`config.mk`:
```
export PLATFORM = sky130hd
export DESIGN_NAME = fixed_width_number_to_ascii_flat
export DESIGN_NICKNAME = d
export VERILOG_FILES = /design/src/sv/fwna_pkg.sv /design/src/sv/fwna_chan_if.sv /design/src/sv/fixed_width_number_to_ascii.sv /design/src/sv/fwna_ctrl.sv /design/src/sv/fwna_dp.sv /design/src/flat_wrapper.sv
export SDC_FILE = /design/constraint.sdc
export NUM_CORES = 1
export LEC_CHECK = 0
export BUFFER_PORTS_ARGS = -buffer_cell sky130_fd_sc_hd__buf_4
export CAP_MARGIN = 5
export CORE_MARGIN = 2
export CORE_UTILIZATION = 35
export CTS_BUF_LIST = sky130_fd_sc_hd__clkbuf_16
export CTS_CLUSTER_SIZE = 24
export DETAILED_ROUTE_END_ITERATION = 12
export SLEW_MARGIN = 10
export SYNTH_ARGS = -nofsm -noshare
export SYNTH_HDL_FRONTEND = slang
export SYNTH_SLANG_ARGS = --single-unit
```
`constraint.sdc`:
```
create_clock -name clk -period 3.26 [get_ports clk]
set_input_delay 0.326 -clock clk [delete_from_list [all_inputs] [get_ports clk]]
set_output_delay 0.326 -clock clk [all_outputs]
set_load 0.02 [all_outputs]
```
`src/sv/fwna_pkg.sv`:
```
// ----------------------------------------------------------------------------
// fwna_pkg: shared types and constants for fixed-width number to ASCII
// Item payloads, controller/datapath link structs, mode codes, character
// constants and the digit to character mapping.
// ----------------------------------------------------------------------------
package fwna_pkg;

  localparam int VALUE_W    = 32;
  localparam int COUNT_W    = 6;
  localparam int STEP_W     = 5;
  localparam int DEC_DIGITS = 10;
  localparam int HEX_DIGITS = 8;
  localparam int BCD_W      = 4 * DEC_DIGITS;

  localparam logic [1:0] OP_UDEC = 2'd0;
  localparam logic [1:0] OP_SDEC = 2'd1;
  localparam logic [1:0] OP_HEX  = 2'd2;
  localparam logic [1:0] OP_BIN  = 2'd3;

  localparam logic [6:0] CHAR_ZERO  = 7'h30;
  localparam logic [6:0] CHAR_A     = 7'h41;
  localparam logic [6:0] CHAR_PLUS  = 7'h2B;
  localparam logic [6:0] CHAR_MINUS = 7'h2D;

  typedef struct packed {
    logic [1:0]         operation;
    logic [VALUE_W-1:0] value;
    logic [COUNT_W-1:0] digit_count;
    logic [2:0]         text_line;
    logic [4:0]         start_column;
  } in_item_t;

  typedef struct packed {
    logic [6:0] char_code;
    logic [2:0] out_line;
    logic [5:0] out_column;
    logic       last_char;
  } out_item_t;

  typedef struct packed {
    logic load;
    logic conv_step;
    logic emit_sign;
    logic emit_digit;
  } ctrl_cmd_t;

  typedef struct packed {
    logic is_dec;
    logic is_signed;
    logic cnt_zero;
    logic pos_zero;
    logic conv_last;
    logic slot_free;
  } dp_stat_t;

  function automatic logic [6:0] char_of(input logic [3:0] digit);
    logic [6:0] code;
    if (digit < 4'd10) begin
      code = CHAR_ZERO + {3'b000, digit};
    end else begin
      code = CHAR_A + {3'b000, digit} - 7'd10;
    end
    return code;
  endfunction

endpackage

```
`src/sv/fwna_chan_if.sv`:
```
// ----------------------------------------------------------------------------
// fwna_chan_if: valid/ready channel
// Carries one item per handshake; payload type is set per instance.
// ----------------------------------------------------------------------------
interface fwna_chan_if #(
  parameter type T = logic
) ();
  logic valid;
  logic ready;
  T     data;

  modport source (output valid, output data, input ready);
  modport sink   (input valid, input data, output ready);
endinterface

```
`src/sv/fixed_width_number_to_ascii.sv`:
```
// ----------------------------------------------------------------------------
// fixed_width_number_to_ascii: binary value to fixed-width ASCII characters
// Unsigned/signed decimal, uppercase hex and binary; one output item per
// character, most significant digit first, tagged with line and column.
// ----------------------------------------------------------------------------
//   channel  | direction | payload
//   in_ch    | sink      | operation, value, digit_count, text_line, start_column
//   out_ch   | source    | char_code, out_line, out_column, last_char
//
// One item in flight. Hex/binary: set-up in IDLE and DISPATCH, then one
// character per cycle unless the output stalls. Decimal: the same set-up,
// then the BCD pass (one bit per cycle through the BCD shifter), then as above.
// Output stalls hold the output register and pause emission; the next item is
// accepted once the last character has been placed in the output register.
// Reset is synchronous, active low, and clears the controller and out valid.
module fixed_width_number_to_ascii #(
  parameter int MAX_DIGITS = 32
) (
  input  logic             clk,
  input  logic             rst_n,
  fwna_chan_if.sink        in_ch,
  fwna_chan_if.source      out_ch
);

  fwna_pkg::ctrl_cmd_t cmd;
  fwna_pkg::dp_stat_t  stat;

  fwna_ctrl u_ctrl (
    .clk      (clk),
    .rst_n    (rst_n),
    .in_valid (in_ch.valid),
    .in_ready (in_ch.ready),
    .stat     (stat),
    .cmd      (cmd)
  );

  fwna_dp #(
    .MAX_DIGITS (MAX_DIGITS)
  ) u_dp (
    .clk       (clk),
    .rst_n     (rst_n),
    .in_data   (in_ch.data),
    .cmd       (cmd),
    .stat      (stat),
    .out_valid (out_ch.valid),
    .out_ready (out_ch.ready),
    .out_data  (out_ch.data)
  );

endmodule

```
`src/sv/fwna_ctrl.sv`:
```
// ----------------------------------------------------------------------------
// fwna_ctrl: sequencing controller
// Accepts an item, runs the binary to BCD pass for decimal modes, then steps
// the sign and digit emission as the output slot frees up.
// ----------------------------------------------------------------------------
module fwna_ctrl (
  input  logic                 clk,
  input  logic                 rst_n,
  input  logic                 in_valid,
  output logic                 in_ready,
  input  fwna_pkg::dp_stat_t   stat,
  output fwna_pkg::ctrl_cmd_t  cmd
);

  typedef enum logic [4:0] {
    S_IDLE     = 5'b00001,
    S_DISPATCH = 5'b00010,
    S_CONV     = 5'b00100,
    S_SIGN     = 5'b01000,
    S_DIGIT    = 5'b10000
  } state_t;

  state_t state_r;
  state_t state_nxt;

  assign in_ready = (state_r == S_IDLE);

  always_comb begin
    state_nxt = state_r;
    cmd       = '0;
    case (state_r)
      S_IDLE: begin
        if (in_valid) begin
          cmd.load  = 1'b1;
          state_nxt = S_DISPATCH;
        end
      end
      S_DISPATCH: begin
        if (stat.is_dec) begin
          state_nxt = S_CONV;
        end else if (stat.cnt_zero) begin
          state_nxt = S_IDLE;
        end else begin
          state_nxt = S_DIGIT;
        end
      end
      S_CONV: begin
        cmd.conv_step = 1'b1;
        if (stat.conv_last) begin
          if (stat.is_signed) begin
            state_nxt = S_SIGN;
          end else if (stat.cnt_zero) begin
            state_nxt = S_IDLE;
          end else begin
            state_nxt = S_DIGIT;
          end
        end
      end
      S_SIGN: begin
        if (stat.slot_free) begin
          cmd.emit_sign = 1'b1;
          state_nxt     = stat.cnt_zero ? S_IDLE : S_DIGIT;
        end
      end
      S_DIGIT: begin
        if (stat.slot_free) begin
          cmd.emit_digit = 1'b1;
          if (stat.pos_zero) begin
            state_nxt = S_IDLE;
          end
        end
      end
      default: begin
        state_nxt = S_IDLE;
      end
    endcase
  end

  always_ff @(posedge clk) begin
    if (!rst_n) begin
      state_r <= S_IDLE;
    end else begin
      state_r <= state_nxt;
    end
  end

endmodule

```
`src/sv/fwna_dp.sv`:
```
// ----------------------------------------------------------------------------
// fwna_dp: conversion datapath
// Holds the item, a shift-add-3 BCD converter (one bit per cycle), the digit
// position and column counters, and the output item register.
// ----------------------------------------------------------------------------
module fwna_dp #(
  parameter int MAX_DIGITS = 32
) (
  input  logic                  clk,
  input  logic                  rst_n,
  input  fwna_pkg::in_item_t    in_data,
  input  fwna_pkg::ctrl_cmd_t   cmd,
  output fwna_pkg::dp_stat_t    stat,
  output logic                  out_valid,
  input  logic                  out_ready,
  output fwna_pkg::out_item_t   out_data
);

  localparam logic [fwna_pkg::COUNT_W-1:0] MAX_CNT = fwna_pkg::COUNT_W'(MAX_DIGITS);

  logic [1:0]                    op_r, op_nxt;
  logic [fwna_pkg::VALUE_W-1:0]  mag_r, mag_nxt;
  logic [fwna_pkg::BCD_W-1:0]    bcd_r, bcd_nxt;
  logic [fwna_pkg::BCD_W-1:0]    bcd_adj;
  logic [fwna_pkg::STEP_W-1:0]   step_r, step_nxt;
  logic [fwna_pkg::COUNT_W-1:0]  pos_r, pos_nxt;
  logic [fwna_pkg::COUNT_W-1:0]  cnt_sat;
  logic                          cnt_zero_r, cnt_zero_nxt;
  logic                          plus_r, plus_nxt;
  logic [2:0]                    line_r, line_nxt;
  logic [5:0]                    col_r, col_nxt;
  logic                          out_valid_r, out_valid_nxt;
  fwna_pkg::out_item_t           out_data_r, out_data_nxt;
  logic                          positive;
  logic [3:0]                    digit;

  assign positive = (|in_data.value) && !in_data.value[fwna_pkg::VALUE_W-1];
  assign cnt_sat  = (in_data.digit_count > MAX_CNT) ? MAX_CNT : in_data.digit_count;

  always_comb begin
    for (int i = 0; i < fwna_pkg::DEC_DIGITS; i++) begin
      bcd_adj[i*4 +: 4] = (bcd_r[i*4 +: 4] >= 4'd5) ? bcd_r[i*4 +: 4] + 4'd3
                                                   : bcd_r[i*4 +: 4];
    end
  end

  always_comb begin
    digit = 4'd0;
    case (op_r)
      fwna_pkg::OP_HEX: begin
        if (pos_r < fwna_pkg::COUNT_W'(fwna_pkg::HEX_DIGITS)) begin
          digit = mag_r[{pos_r[2:0], 2'b00} +: 4];
        end
      end
      fwna_pkg::OP_BIN: begin
        digit = {3'b000, mag_r[pos_r[4:0]]};
      end
      default: begin
        if (pos_r < fwna_pkg::COUNT_W'(fwna_pkg::DEC_DIGITS)) begin
          digit = bcd_r[{pos_r[3:0], 2'b00} +: 4];
        end
      end
    endcase
  end

  always_comb begin
    op_nxt        = op_r;
    mag_nxt       = mag_r;
    bcd_nxt       = bcd_r;
    step_nxt      = step_r;
    pos_nxt       = pos_r;
    cnt_zero_nxt  = cnt_zero_r;
    plus_nxt      = plus_r;
    line_nxt      = line_r;
    col_nxt       = col_r;
    out_data_nxt  = out_data_r;
    out_valid_nxt = out_valid_r && !out_ready;

    if (cmd.load) begin
      op_nxt       = in_data.operation;
      plus_nxt     = positive;
      mag_nxt      = (in_data.operation == fwna_pkg::OP_SDEC && !positive)
                     ? (fwna_pkg::VALUE_W'(0) - in_data.value) : in_data.value;
      bcd_nxt      = '0;
      step_nxt     = '0;
      pos_nxt      = cnt_sat - fwna_pkg::COUNT_W'(1);
      cnt_zero_nxt = (cnt_sat == '0);
      line_nxt     = in_data.text_line;
      col_nxt      = {1'b0, in_data.start_column};
    end

    if (cmd.conv_step) begin
      bcd_nxt  = {bcd_adj[fwna_pkg::BCD_W-2:0], mag_r[fwna_pkg::VALUE_W-1]};
      mag_nxt  = {mag_r[fwna_pkg::VALUE_W-2:0], 1'b0};
      step_nxt = step_r + fwna_pkg::STEP_W'(1);
    end

    if (cmd.emit_sign) begin
      out_valid_nxt           = 1'b1;
      out_data_nxt.char_code  = plus_r ? fwna_pkg::CHAR_PLUS : fwna_pkg::CHAR_MINUS;
      out_data_nxt.out_line   = line_r;
      out_data_nxt.out_column = col_r;
      out_data_nxt.last_char  = cnt_zero_r;
      col_nxt                 = col_r + 6'd1;
    end

    if (cmd.emit_digit) begin
      out_valid_nxt           = 1'b1;
      out_data_nxt.char_code  = fwna_pkg::char_of(digit);
      out_data_nxt.out_line   = line_r;
      out_data_nxt.out_column = col_r;
      out_data_nxt.last_char  = (pos_r == '0);
      col_nxt                 = col_r + 6'd1;
      pos_nxt                 = pos_r - fwna_pkg::COUNT_W'(1);
    end
  end

  always_ff @(posedge clk) begin
    if (!rst_n) begin
      out_valid_r <= 1'b0;
    end else begin
      out_valid_r <= out_valid_nxt;
    end
  end

  always_ff @(posedge clk) begin
    op_r       <= op_nxt;
    mag_r      <= mag_nxt;
    bcd_r      <= bcd_nxt;
    step_r     <= step_nxt;
    pos_r      <= pos_nxt;
    cnt_zero_r <= cnt_zero_nxt;
    plus_r     <= plus_nxt;
    line_r     <= line_nxt;
    col_r      <= col_nxt;
    out_data_r <= out_data_nxt;
  end

  assign stat.is_dec    = (op_r == fwna_pkg::OP_UDEC) || (op_r == fwna_pkg::OP_SDEC);
  assign stat.is_signed = (op_r == fwna_pkg::OP_SDEC);
  assign stat.cnt_zero  = cnt_zero_r;
  assign stat.pos_zero  = (pos_r == '0);
  assign stat.conv_last = (step_r == '1);
  assign stat.slot_free = !out_valid_r || out_ready;

  assign out_valid = out_valid_r;
  assign out_data  = out_data_r;

endmodule

```
`src/flat_wrapper.sv`:
```
// flat-port wrapper written by rule: the top's interface ports become plain ports
module fixed_width_number_to_ascii_flat import fwna_pkg::*;
#(
  parameter int MAX_DIGITS = 32
)
  (clk, rst_n, in_ch_valid, in_ch_data, in_ch_ready, out_ch_valid, out_ch_data, out_ch_ready);
  fwna_chan_if #(.T(in_item_t)) in_ch_i ();
  fwna_chan_if #(.T(out_item_t)) out_ch_i ();
  input  logic clk;
  input  logic rst_n;
  input wire logic [$bits(in_ch_i.valid)-1:0] in_ch_valid;
  input wire logic [$bits(in_ch_i.data)-1:0] in_ch_data;
  output wire logic [$bits(in_ch_i.ready)-1:0] in_ch_ready;
  output wire logic [$bits(out_ch_i.valid)-1:0] out_ch_valid;
  output wire logic [$bits(out_ch_i.data)-1:0] out_ch_data;
  input wire logic [$bits(out_ch_i.ready)-1:0] out_ch_ready;
  assign in_ch_i.valid = in_ch_valid;
  assign in_ch_i.data = in_ch_data;
  assign in_ch_ready = in_ch_i.ready;
  assign out_ch_valid = out_ch_i.valid;
  assign out_ch_data = out_ch_i.data;
  assign out_ch_i.ready = out_ch_ready;
  fixed_width_number_to_ascii #(.MAX_DIGITS(MAX_DIGITS)) u_core (.clk(clk), .rst_n(rst_n), .in_ch(in_ch_i), .out_ch(out_ch_i));
endmodule
```
* Yosys cells after proc, flatten, opt, wreduce, memory -nomap -nowiden *
Cells that the tools add are included.

operators by class
  reductions and logical operators = 18
  order comparisons = 15
  mux-type cells = 49
  shift operators = 2
  equal/unequal tests = 15
  $add $sub $neg = 18

operators with widths
  cell                                                                                 number
  32-bit two-way mux                                                                   3
  40-bit two-way mux                                                                   2
  5-bit two-way mux                                                                    10
  4-bit two-way mux                                                                    11
  4-bit by 3-bit greater-or-equal comparator with 1-bit output, second input constant  10
  40-bit by 7-bit variable part select with 4-bit output                               1
  4-bit by 2-bit adder with 4-bit output, second input constant                        9
  6-bit two-way mux                                                                    6
  17-bit two-way mux                                                                   2
  32-bit OR reduction                                                                  1
  32-bit by 6-bit variable part select with 4-bit output                               1
  1-bit by 32-bit subtractor with 32-bit output, first input constant                  1
  5-bit one-hot mux with 5 select lines                                                1
  6-bit zero test                                                                      2
  6-bit by 4-bit < comparator with 1-bit output, second input constant                 2
  6-bit by 1-bit subtractor with 6-bit output, second input constant                   2
  5-bit == test, second input constant                                                 2
  1-bit two-way mux                                                                    9
  2-bit by 1-bit != test with 1-bit output, second input constant                      4
  4-bit one-hot mux with 2 select lines                                                1
  6-bit by 4-bit adder with 7-bit output, first input constant                         1
  7-bit by 4-bit adder with 7-bit output, first input constant                         1
  7-bit two-way mux                                                                    1
  7-bit by 4-bit subtractor with 7-bit output, second input constant                   1
  other kinds (22)                                                                     33

word-level totals
  word-level logic and storage cells = 133
  register bits after elaboration = 119
  output and inout port bits = 19
  input port bits = 52

* Depth between registers and ports, before layout *
Gate-level depths: netlist of run 1.

  depth after elaboration = 7
  depth in mapped cells = 11
  depth with buffers taken out = 8

* Cells and area by module *
Synthesis of run 1 repeated with hierarchy kept, for this count alone.

unflattened totals
  cell total of the unflattened synthesis = 703
  area, all modules = 7547.2 um^2

by module, submodules not included
  module     times used  area an instance (um^2)  cells an instance  seq. area each (um^2)
  fwna_dp    1           7115.6                   652                3403.3
  fwna_ctrl  1           431.7                    51                 100.1

* Worst setup path after synthesis of run 1 *
Ideal clock, no wire load.

  path kind = reg-to-reg
  start point = register u_core.u_ctrl.state_r[3]
  end point = register u_core.u_dp.bcd_r[0] (netlist name), enable pin
  setup time = 436 ps
  path slack = -327 ps
  buffers on the path = 2
  arrival time = 3151 ps
  period minus slack after synthesis = 3587 ps
  cell stages (with the launch flop) = 8
  data required time = 2824 ps
  cells stage by stage = dfxtp_1 > nor2_1 > nand3_1 > nor2_1 > nand2_1 > clkbuf_1 > clkbuf_1 > nand2_1

on the way
  cells in the longest elaborated chain, start to end = 3
  elaborated cells on any way between the ends = 5
  classes of those cells = 2 x eq/ne; 2 x mux; 1 x reduce/logical

RTL lines
  element                                   line                RTL
  start, declared                           fwna_ctrl.sv:23     state_t state_r;
  start signal, assigned                    fwna_ctrl.sv:83     state_r <= state_nxt;
  5-bit by 1-bit == test with 1-bit output  --
  named net in_ch_ready                     flat_wrapper.sv:13  output wire logic [$bits(in_ch_i.ready)-1:0] in_ch_ready;
  1-bit two-way mux                         fwna_ctrl.sv:31     case (state_r)
  2-bit nonzero test (no line)              --
  end signal, assigned                      fwna_dp.sv:129      bcd_r <= bcd_nxt;
  end, declared                             fwna_dp.sv:23       logic [fwna_pkg::BCD_W-1:0] bcd_r, bcd_nxt;

The timed path passes the listed nets, and every way through them passes these cells.
A chain may end at the register's enable or synchronous reset.

==> summary.txt, run 1 <==
Outcome
  • Status: finished, final reports clean

Worst setup path
  • WS Path Type: flop to flop
  • CP most frequent cell: buf_4
  • Buffer and inverter count on the worst path: 2
  • Crit path largest cell delay: 530 ps
  • CP max FO: 11
  • CP required: 3420 ps
  • Crit-path cells: buf_4, buf_4, mux2_2, a211oi_1, a211o_1, and2_0, ha_1, a21boi_0, o31a_1
  • Startpoint types: flop
  • Critical Path End Type: flop
  • CP max stage cell: edfxtp_1
  • Critical path arrival: 2950 ps
  • Top Family by Delay on Critical Path: compound AO/OA/AOI/OAI gates

Cells and area
  • Layout area overhead: 19.69%
  • Fill cells: 2070
  • Fin cells: 1082
  • Multi-input gate area: 3696 sq um
  • Nets@finish: 872
  • Final core occ: 42.54%
  • Final instance area: 8915 sq um
  • Storage cell area: 3503 sq um
  • Ant diodes: 0
  • Share of cells above drive strength 1: 19.08%

Yosys
  • Area contributors post-synth: edfxtp_1, xnor2_1, mux4_2
  • Count leader, synth: edfxtp_1
  • Count of cell types in the netlist: 60
  • Syn nets: 797
  • Most frequent cells after synthesis: edfxtp_1, nand2_1, nor2_1
  • Commonest register cell after synthesis: edfxtp_1
  • Seq/Total Area, Yosys: 47.04%
  • Main combinational cell family by area after synthesis: simple AND/OR/NAND/NOR gates
  • Cell accounting for the most synthesized area: edfxtp_1
  • Register bit total from synthesis: 119
  • Adder-Cell Fraction of Synth Area: 4.368%
  • XOR/XNOR Fraction of Synth Area: 7.055%
  • Area of the mapped netlist: 7448 sq um
  • Synthesized instance count: 719
  • Multiplexer share of the synthesized area: 9.021%
  • Syn_area_per_cell: 10.36 sq um
  • Synth warn: 0
  • Asr flop ratio synth: 0%
  • Post-synthesis compound-gate area fraction: 11.20%
  • Yosys top cell area share: 45.15%
  • Number of flops mapped to enable cells by yosys: 112
  • Post-Synth Simple-Gate Area: 17.76%

Power
  • Final Total Pwr: 4.523 mW
  • Static Leak: 3.261 nW
  • Pwr per Cell Area: 507.3 nW/um^2
  • Max IR drop VDD: 0.2890 mV

Detailed routing
  • Antenna Nets Post-Route: 0
  • DRT iter0 DRCs: 421
  • DR DRC count: 0
  • DR pass1 iterations: 5
  • Total routed wirelength: 16670 um
  • Routed wire length per instance: 15.41 um
  • DR vias/cell: 5.151
  • DR vias: 5573

CTS
  • CTS Hold Bufs: 0
  • TritonCTS clock tree: built
  • Max H-tree Level: 4
  • CTS buffer count: 17
  • Worst-path clk slew: 50 ps
  • Root buf cell: clkbuf_16
  • Bufs on Longest Clock Path: 2
  • Clock sinks: 119
  • Post-CTS setup buffers: 0
  • Clock Latency Late Sink: 420 ps
  • Post-cts gate resize count: 0

Timing
  • Final period utilization: 85.47%
  • Slew at the pin closest to its max-slew limit: 1027 ps
  • Fin worst setup slack: 473.6 ps
  • Fin Setup TNS: 0 ps
  • RSZ-0062 raised after global routing: no
  • Final setup vio count: 0
  • Final hold vios: 0
  • Fin. max-slew vios: 0
  • Clk_skew: 8.255 ps
  • Max_slew headroom: 31.51%
  • WHS: 82.62 ps
  • Minimum clock period: 2786 ps
  • Max frequency: 358.9 MHz

Place
  • Cell Area, Placed: 8318 sq um
  • Worst slack at placement: 391.5 ps
  • Post-Place Cells: 1050
  • DP Wirelength: 12120 um
  • I/O Buffers: 70
  • Global placement routability congestion: 0.8499

GRT
  • Overflow after GRT: 0
  • GRT Resource Usage Total: 15.46%
  • Largest net degree at the start of global routing: 77
  • Antenna violations before repair: 0
  • First-pass GRT wire length: 27310 um
  • Vias in the first global route: 5253

Floorplanning
  • Io pins: 71
  • Row cnt: 53
  • DIE HEIGHT: 149.9 um
  • Core area: 20960 sq um
  • Starting Density: 35.54%
  • Die Width: 149.9 um
  • Die footprint: 22460 sq um

Hold path
  • Hold Crit Class: input pin to flop

Flow run
  • Total of max-cap violations: 0
-- cells in the final DEF (no fill, tap or decap), types with 26 or more instances in the layout --
cell type | synthesis | final
ha_1 | 26 | 26
xnor2_1 | 45 | 45
buf_4 | 1 | 84
inv_1 | 33 | 36
nand2_1 | 72 | 71
nor3_1 | 38 | 38
a21oi_1 | 41 | 41
o21ai_0 | 45 | 45
edfxtp_1 | 112 | 112
nor2_1 | 69 | 69
-- worst reg2reg max path: cells and delay by family, from the launching register on --
family                   cells  cell delay (ps)
AO/OA/AOI/OAI                4              740
flip-flops                   1              530
buffers and inverters        2              440
multiplexers                 1              350
AND/OR/NAND/NOR              1              250
adder cells (fa/ha/maj)      1              220
-- kinds of logic (layout without fill, tap and decap cells) --
family,Yosys count,count (layout)
compound gates,137,137
xor+xnor,60,60
fa+ha+maj,26,26
buf+inv,62,150
flops,119,119
mux,46,46
simple gates,269,269
-- flip-flops by register name, summed over array words and instances, names as in the netlist --
signal	cells
u_core.u_ctrl.state_r	5
u_core.u_dp.bcd_r	40
u_core.u_dp.cnt_zero_r	1
u_core.u_dp.col_r	6
u_core.u_dp.line_r	3
u_core.u_dp.mag_r	32
u_core.u_dp.op_r	2
u_core.u_dp.out_data	17
u_core.u_dp.out_valid	1
u_core.u_dp.plus_r	1
u_core.u_dp.pos_r	6
u_core.u_dp.step_r	5
-- cell type report --
class                      instances  share of cell area, %
clock inverter                    15                  1.923
tap                              275                  3.860
multi-input combinational        538                  41.46
sequential                       119                  39.30
inverter                          33                  1.389
timing repair buffer              85                  7.298
clock buffer                      17                  4.772
-- report_power, final --
group	total (mW)	switching (mW)	internal (mW)
combinational	0.667	0.360	0.307
sequential	1.95	0.121	1.82
clock	1.91	0.656	1.25
-- routing by layer --
layer	track usage [%]	vias up	wire length (um)
met4	4.575	0	206
met3	3.628	16	630
li1	-	2789	-
met1	21.57	2661	7975
met5	0	-	0
met2	23.93	107	7861
-- path summary, 6_finish.rpt --
path | from | end | slack, ps | cells after the start
setup reg to reg | u_core.u_dp.pos_r[0] | u_core.u_dp.out_data[12] | 470 | 9
setup / recovery | u_core.u_dp.pos_r[0] | u_core.u_dp.out_data[12] | 470 | 9
hold reg to reg | u_core.u_dp.line_r[0] | u_core.u_dp.out_data[7] | 420 | 0
hold / removal | in_ch_data[5] | u_core.u_dp.line_r[0] | 80 | 1
(Power assumes the default switching activity.)
==> run 2: changes to the inputs <==
--- a/config.mk
+++ b/config.mk
@@ -9,7 +9,6 @@
 export CAP_MARGIN = 5
 export CORE_MARGIN = 2
 export CORE_UTILIZATION = 35
-export CTS_BUF_LIST = sky130_fd_sc_hd__clkbuf_16
 export CTS_CLUSTER_SIZE = 24
 export DETAILED_ROUTE_END_ITERATION = 12
 export SLEW_MARGIN = 10
==> run 2 against run 1 <==
Net effect:
- worst hold slack worse by 0.63 ps
- register-to-register slack hardly changed
- sequential share of layout area is 0.13 points lower
- non-clock buffer count stayed put
- die area stayed put
- clock-buffer cell count is 6 higher
- sequential cell count stayed put
- clock power is 4% higher
- critical path depth stayed put
- cell count stayed put
- combinational power hardly changed
- sequential power hardly changed
- largest power group is now clock
- highest routed layer unchanged
==> summary.txt, run 2 (synthesis gave the netlist of run 1 again) <==
Timing
  • Final setup vio count: 0 (unchanged)
  • Clk_skew: 8.281 ps (was 8.255 ps)
  • Final hold vios: 0 (unchanged)
  • RSZ-0062 raised after global routing: no (unchanged)
  • Minimum clock period: 2794 ps (was 2786 ps)
  • Fin. max-slew vios: 0 (unchanged)
  • Fin Setup TNS: 0 ps (unchanged)
  • Max frequency: 357.9 MHz (was 358.9 MHz)
  • Final period utilization: 85.71% (was 85.47%)
  • WHS: 81.99 ps (was 82.62 ps)
  • Slew at the pin closest to its max-slew limit: 1024 ps (was 1027 ps)
  • Fin worst setup slack: 465.9 ps (was 473.6 ps)
  • Max_slew headroom: 31.74% (was 31.51%)

Worst setup path
  • WS Path Type: flop to flop (unchanged)
  • Startpoint types: flop (unchanged)
  • CP required: 3420 ps (about the same)
  • CP Launch Point: u_core.u_dp.pos_r[0] (unchanged)
  • Critical R2R Launch: u_core.u_dp.pos_r[0] (unchanged)
  • CP max FO: 11 (unchanged)
  • Critical path arrival: 2960 ps (was 2950 ps)
  • Critical Path End Type: flop (unchanged)

Power
  • Clk network pwr share: 43.3% (was 42.2%)
  • Comb power frac: 14.5% (was 14.7%)
  • Static Leak: 3.266 nW (was 3.261 nW)
  • Pwr per Cell Area: 515.0 nW/um^2 (was 507.3 nW/um^2)
  • Sequential share of power: 42.2% (was 43.0%)
  • NetSw: 1.141 mW (was 1.137 mW)
  • Int Pwr: 3.466 mW (was 3.385 mW)
  • Max IR drop VDD: 0.2890 mV (about the same)
  • Switching Share: 24.77% (was 25.15%)

GRT
  • GRT Resource Usage Total: 15.51% (was 15.46%)
  • Largest net degree at the start of global routing: 77 (unchanged)
  • First-pass GRT wire length: 27370 um (was 27310 um)
  • Vias in the first global route: 5268 (was 5253)
  • Overflow after GRT: 0 (unchanged)
  • Antenna violations before repair: 0 (unchanged)

Detailed routing
  • DR vias: 5605 (was 5573)
  • DR DRC count: 0 (unchanged)
  • Routed wire length per instance: 15.49 um (was 15.41 um)
  • DRT iter0 DRCs: 396 (was 421)
  • DR pass1 iterations: 5 (unchanged)
  • Total routed wirelength: 16760 um (was 16670 um)
  • Antenna Nets Post-Route: 0 (unchanged)
  • DR vias/cell: 5.180 (was 5.151)

Floorplanning
  • DIE HEIGHT: 149.9 um (unchanged)
  • Die footprint: 22460 sq um (unchanged)
  • Starting Density: 35.54% (unchanged)
  • Core area: 20960 sq um (unchanged)
  • Die Width: 149.9 um (unchanged)
  • Io pins: 71 (unchanged)
  • Row cnt: 53 (unchanged)

Cells and area
  • Fill cells: 2069 (was 2070)
  • Layout area overhead: 20.09% (was 19.69%)
  • Storage cell area: 3503 sq um (unchanged)
  • Multi-input gate area: 3696 sq um (unchanged)
  • Largest register by flop count: u_core.u_dp.bcd_r (unchanged)
  • Commonest non-fill, non-tap cell in the layout: edfxtp_1 (unchanged)
  • Final instance area: 8945 sq um (was 8915 sq um)
  • Commonest non-fill, non-tap cells in the layout: edfxtp_1, buf_4, nand2_1, nor2_1 (unchanged)
  • Ant diodes: 0 (unchanged)
  • Share of cells above drive strength 1: 19.45% (was 19.08%)
  • Largest register FFs: 40 (unchanged)
  • Nets@finish: 872 (unchanged)

CTS
  • Bufs on Longest Clock Path: 2 (unchanged)
  • CTS buffer count: 17 (unchanged)
  • TritonCTS clock tree: built (unchanged)
  • Post-CTS setup buffers: 0 (unchanged)
  • Root buf cell: clkbuf_16 (unchanged)
  • Post-cts gate resize count: 0 (unchanged)
  • Worst-path clk slew: 50 ps (about the same)
  • CTS Hold Bufs: 0 (unchanged)
  • Max H-tree Level: 4 (unchanged)
  • Clock Latency Late Sink: 420 ps (about the same)
  • Clock sinks: 119 (unchanged)

Hold path
  • Hold Crit Start: in_ch_data[5] (unchanged)
  • Hold Crit Class: input pin to flop (unchanged)

Flow run
  • Total of max-cap violations: 0 (unchanged)

Place
  • Cell Area, Placed: 8318 sq um (unchanged)
  • Global placement routability congestion: 0.8499 (unchanged)
  • DP Wirelength: 12120 um (unchanged)
  • Worst slack at placement: 391.5 ps (unchanged)
  • I/O Buffers: 70 (unchanged)

Outcome
  • Status: finished, final reports clean (unchanged)
==> run 2: stage by stage <==
| stage | power, mW | std cells | util (%) |
|---|---|---|---|
| final | 4.607 | 1082 | 42.69 |
| after global routing | 4.805 | 1082 | 42.69 |
| after CTS | 4.639 | 1082 | 42.69 |
| after detailed placement | 2.643 | 1050 | 39.69 |
| after global placement | 2.633 | 1050 | 39.69 |
| after floorplan | 2.409 | 719 | - |
==> run 2: cell type report <==
type                    instances  share of cell area (%)
repair buffers                 85                   7.274
multi-input cells             538                   41.32
inverters                      33                   1.385
well taps                     275                   3.847
flip-flops and latches        119                   39.17
clock inverters                 9                   1.665
clock buffers                  23                   5.343
==> run 2: power groups by stage <==
stage | Combinational, mW | Clock (mW) | Sequential (mW)
6_report | 0.668 | 1.99 | 1.95
2_1_floorplan | 0.485 | 0 | 1.92
5_1_grt | 0.748 | 2.09 | 1.96
3_5_place_dp | 0.670 | 0 | 1.97
4_1_cts | 0.672 | 2.02 | 1.95
3_3_place_gp | 0.661 | 0 | 1.97
==> run 2: worst max-delay path, stage by stage (launching register included) <==
cell      delay, ps
edfxtp_1        540
buf_4           260
buf_4           180
mux2_2          350
a211oi_1        240
a211o_1         150
and2_0          250
ha_1            220
a21boi_0         90
o31a_1          260
==> run 2: path summary, 6_finish.rpt <==
| kind | slack (ps) | depth (start not counted) | endpoint |
|---|---|---|---|
| worst max-delay path | 470 | 9 | u_core.u_dp.out_data[12] |
| worst min register to register | 420 | 0 | u_core.u_dp.out_data[7] |
| worst max register to register | 470 | 9 | u_core.u_dp.out_data[12] |
| worst min-delay path | 80 | 1 | u_core.u_dp.line_r[0] |
==> run 2: routing by layer <==
layer	wire length [um]	part of all wire, %	global-route usage [%]
met1	8003	48	21.70
met2	7872	47	23.95
met3	661	3.9	3.628
met4	221	1.3	4.575
met5	0	0	0
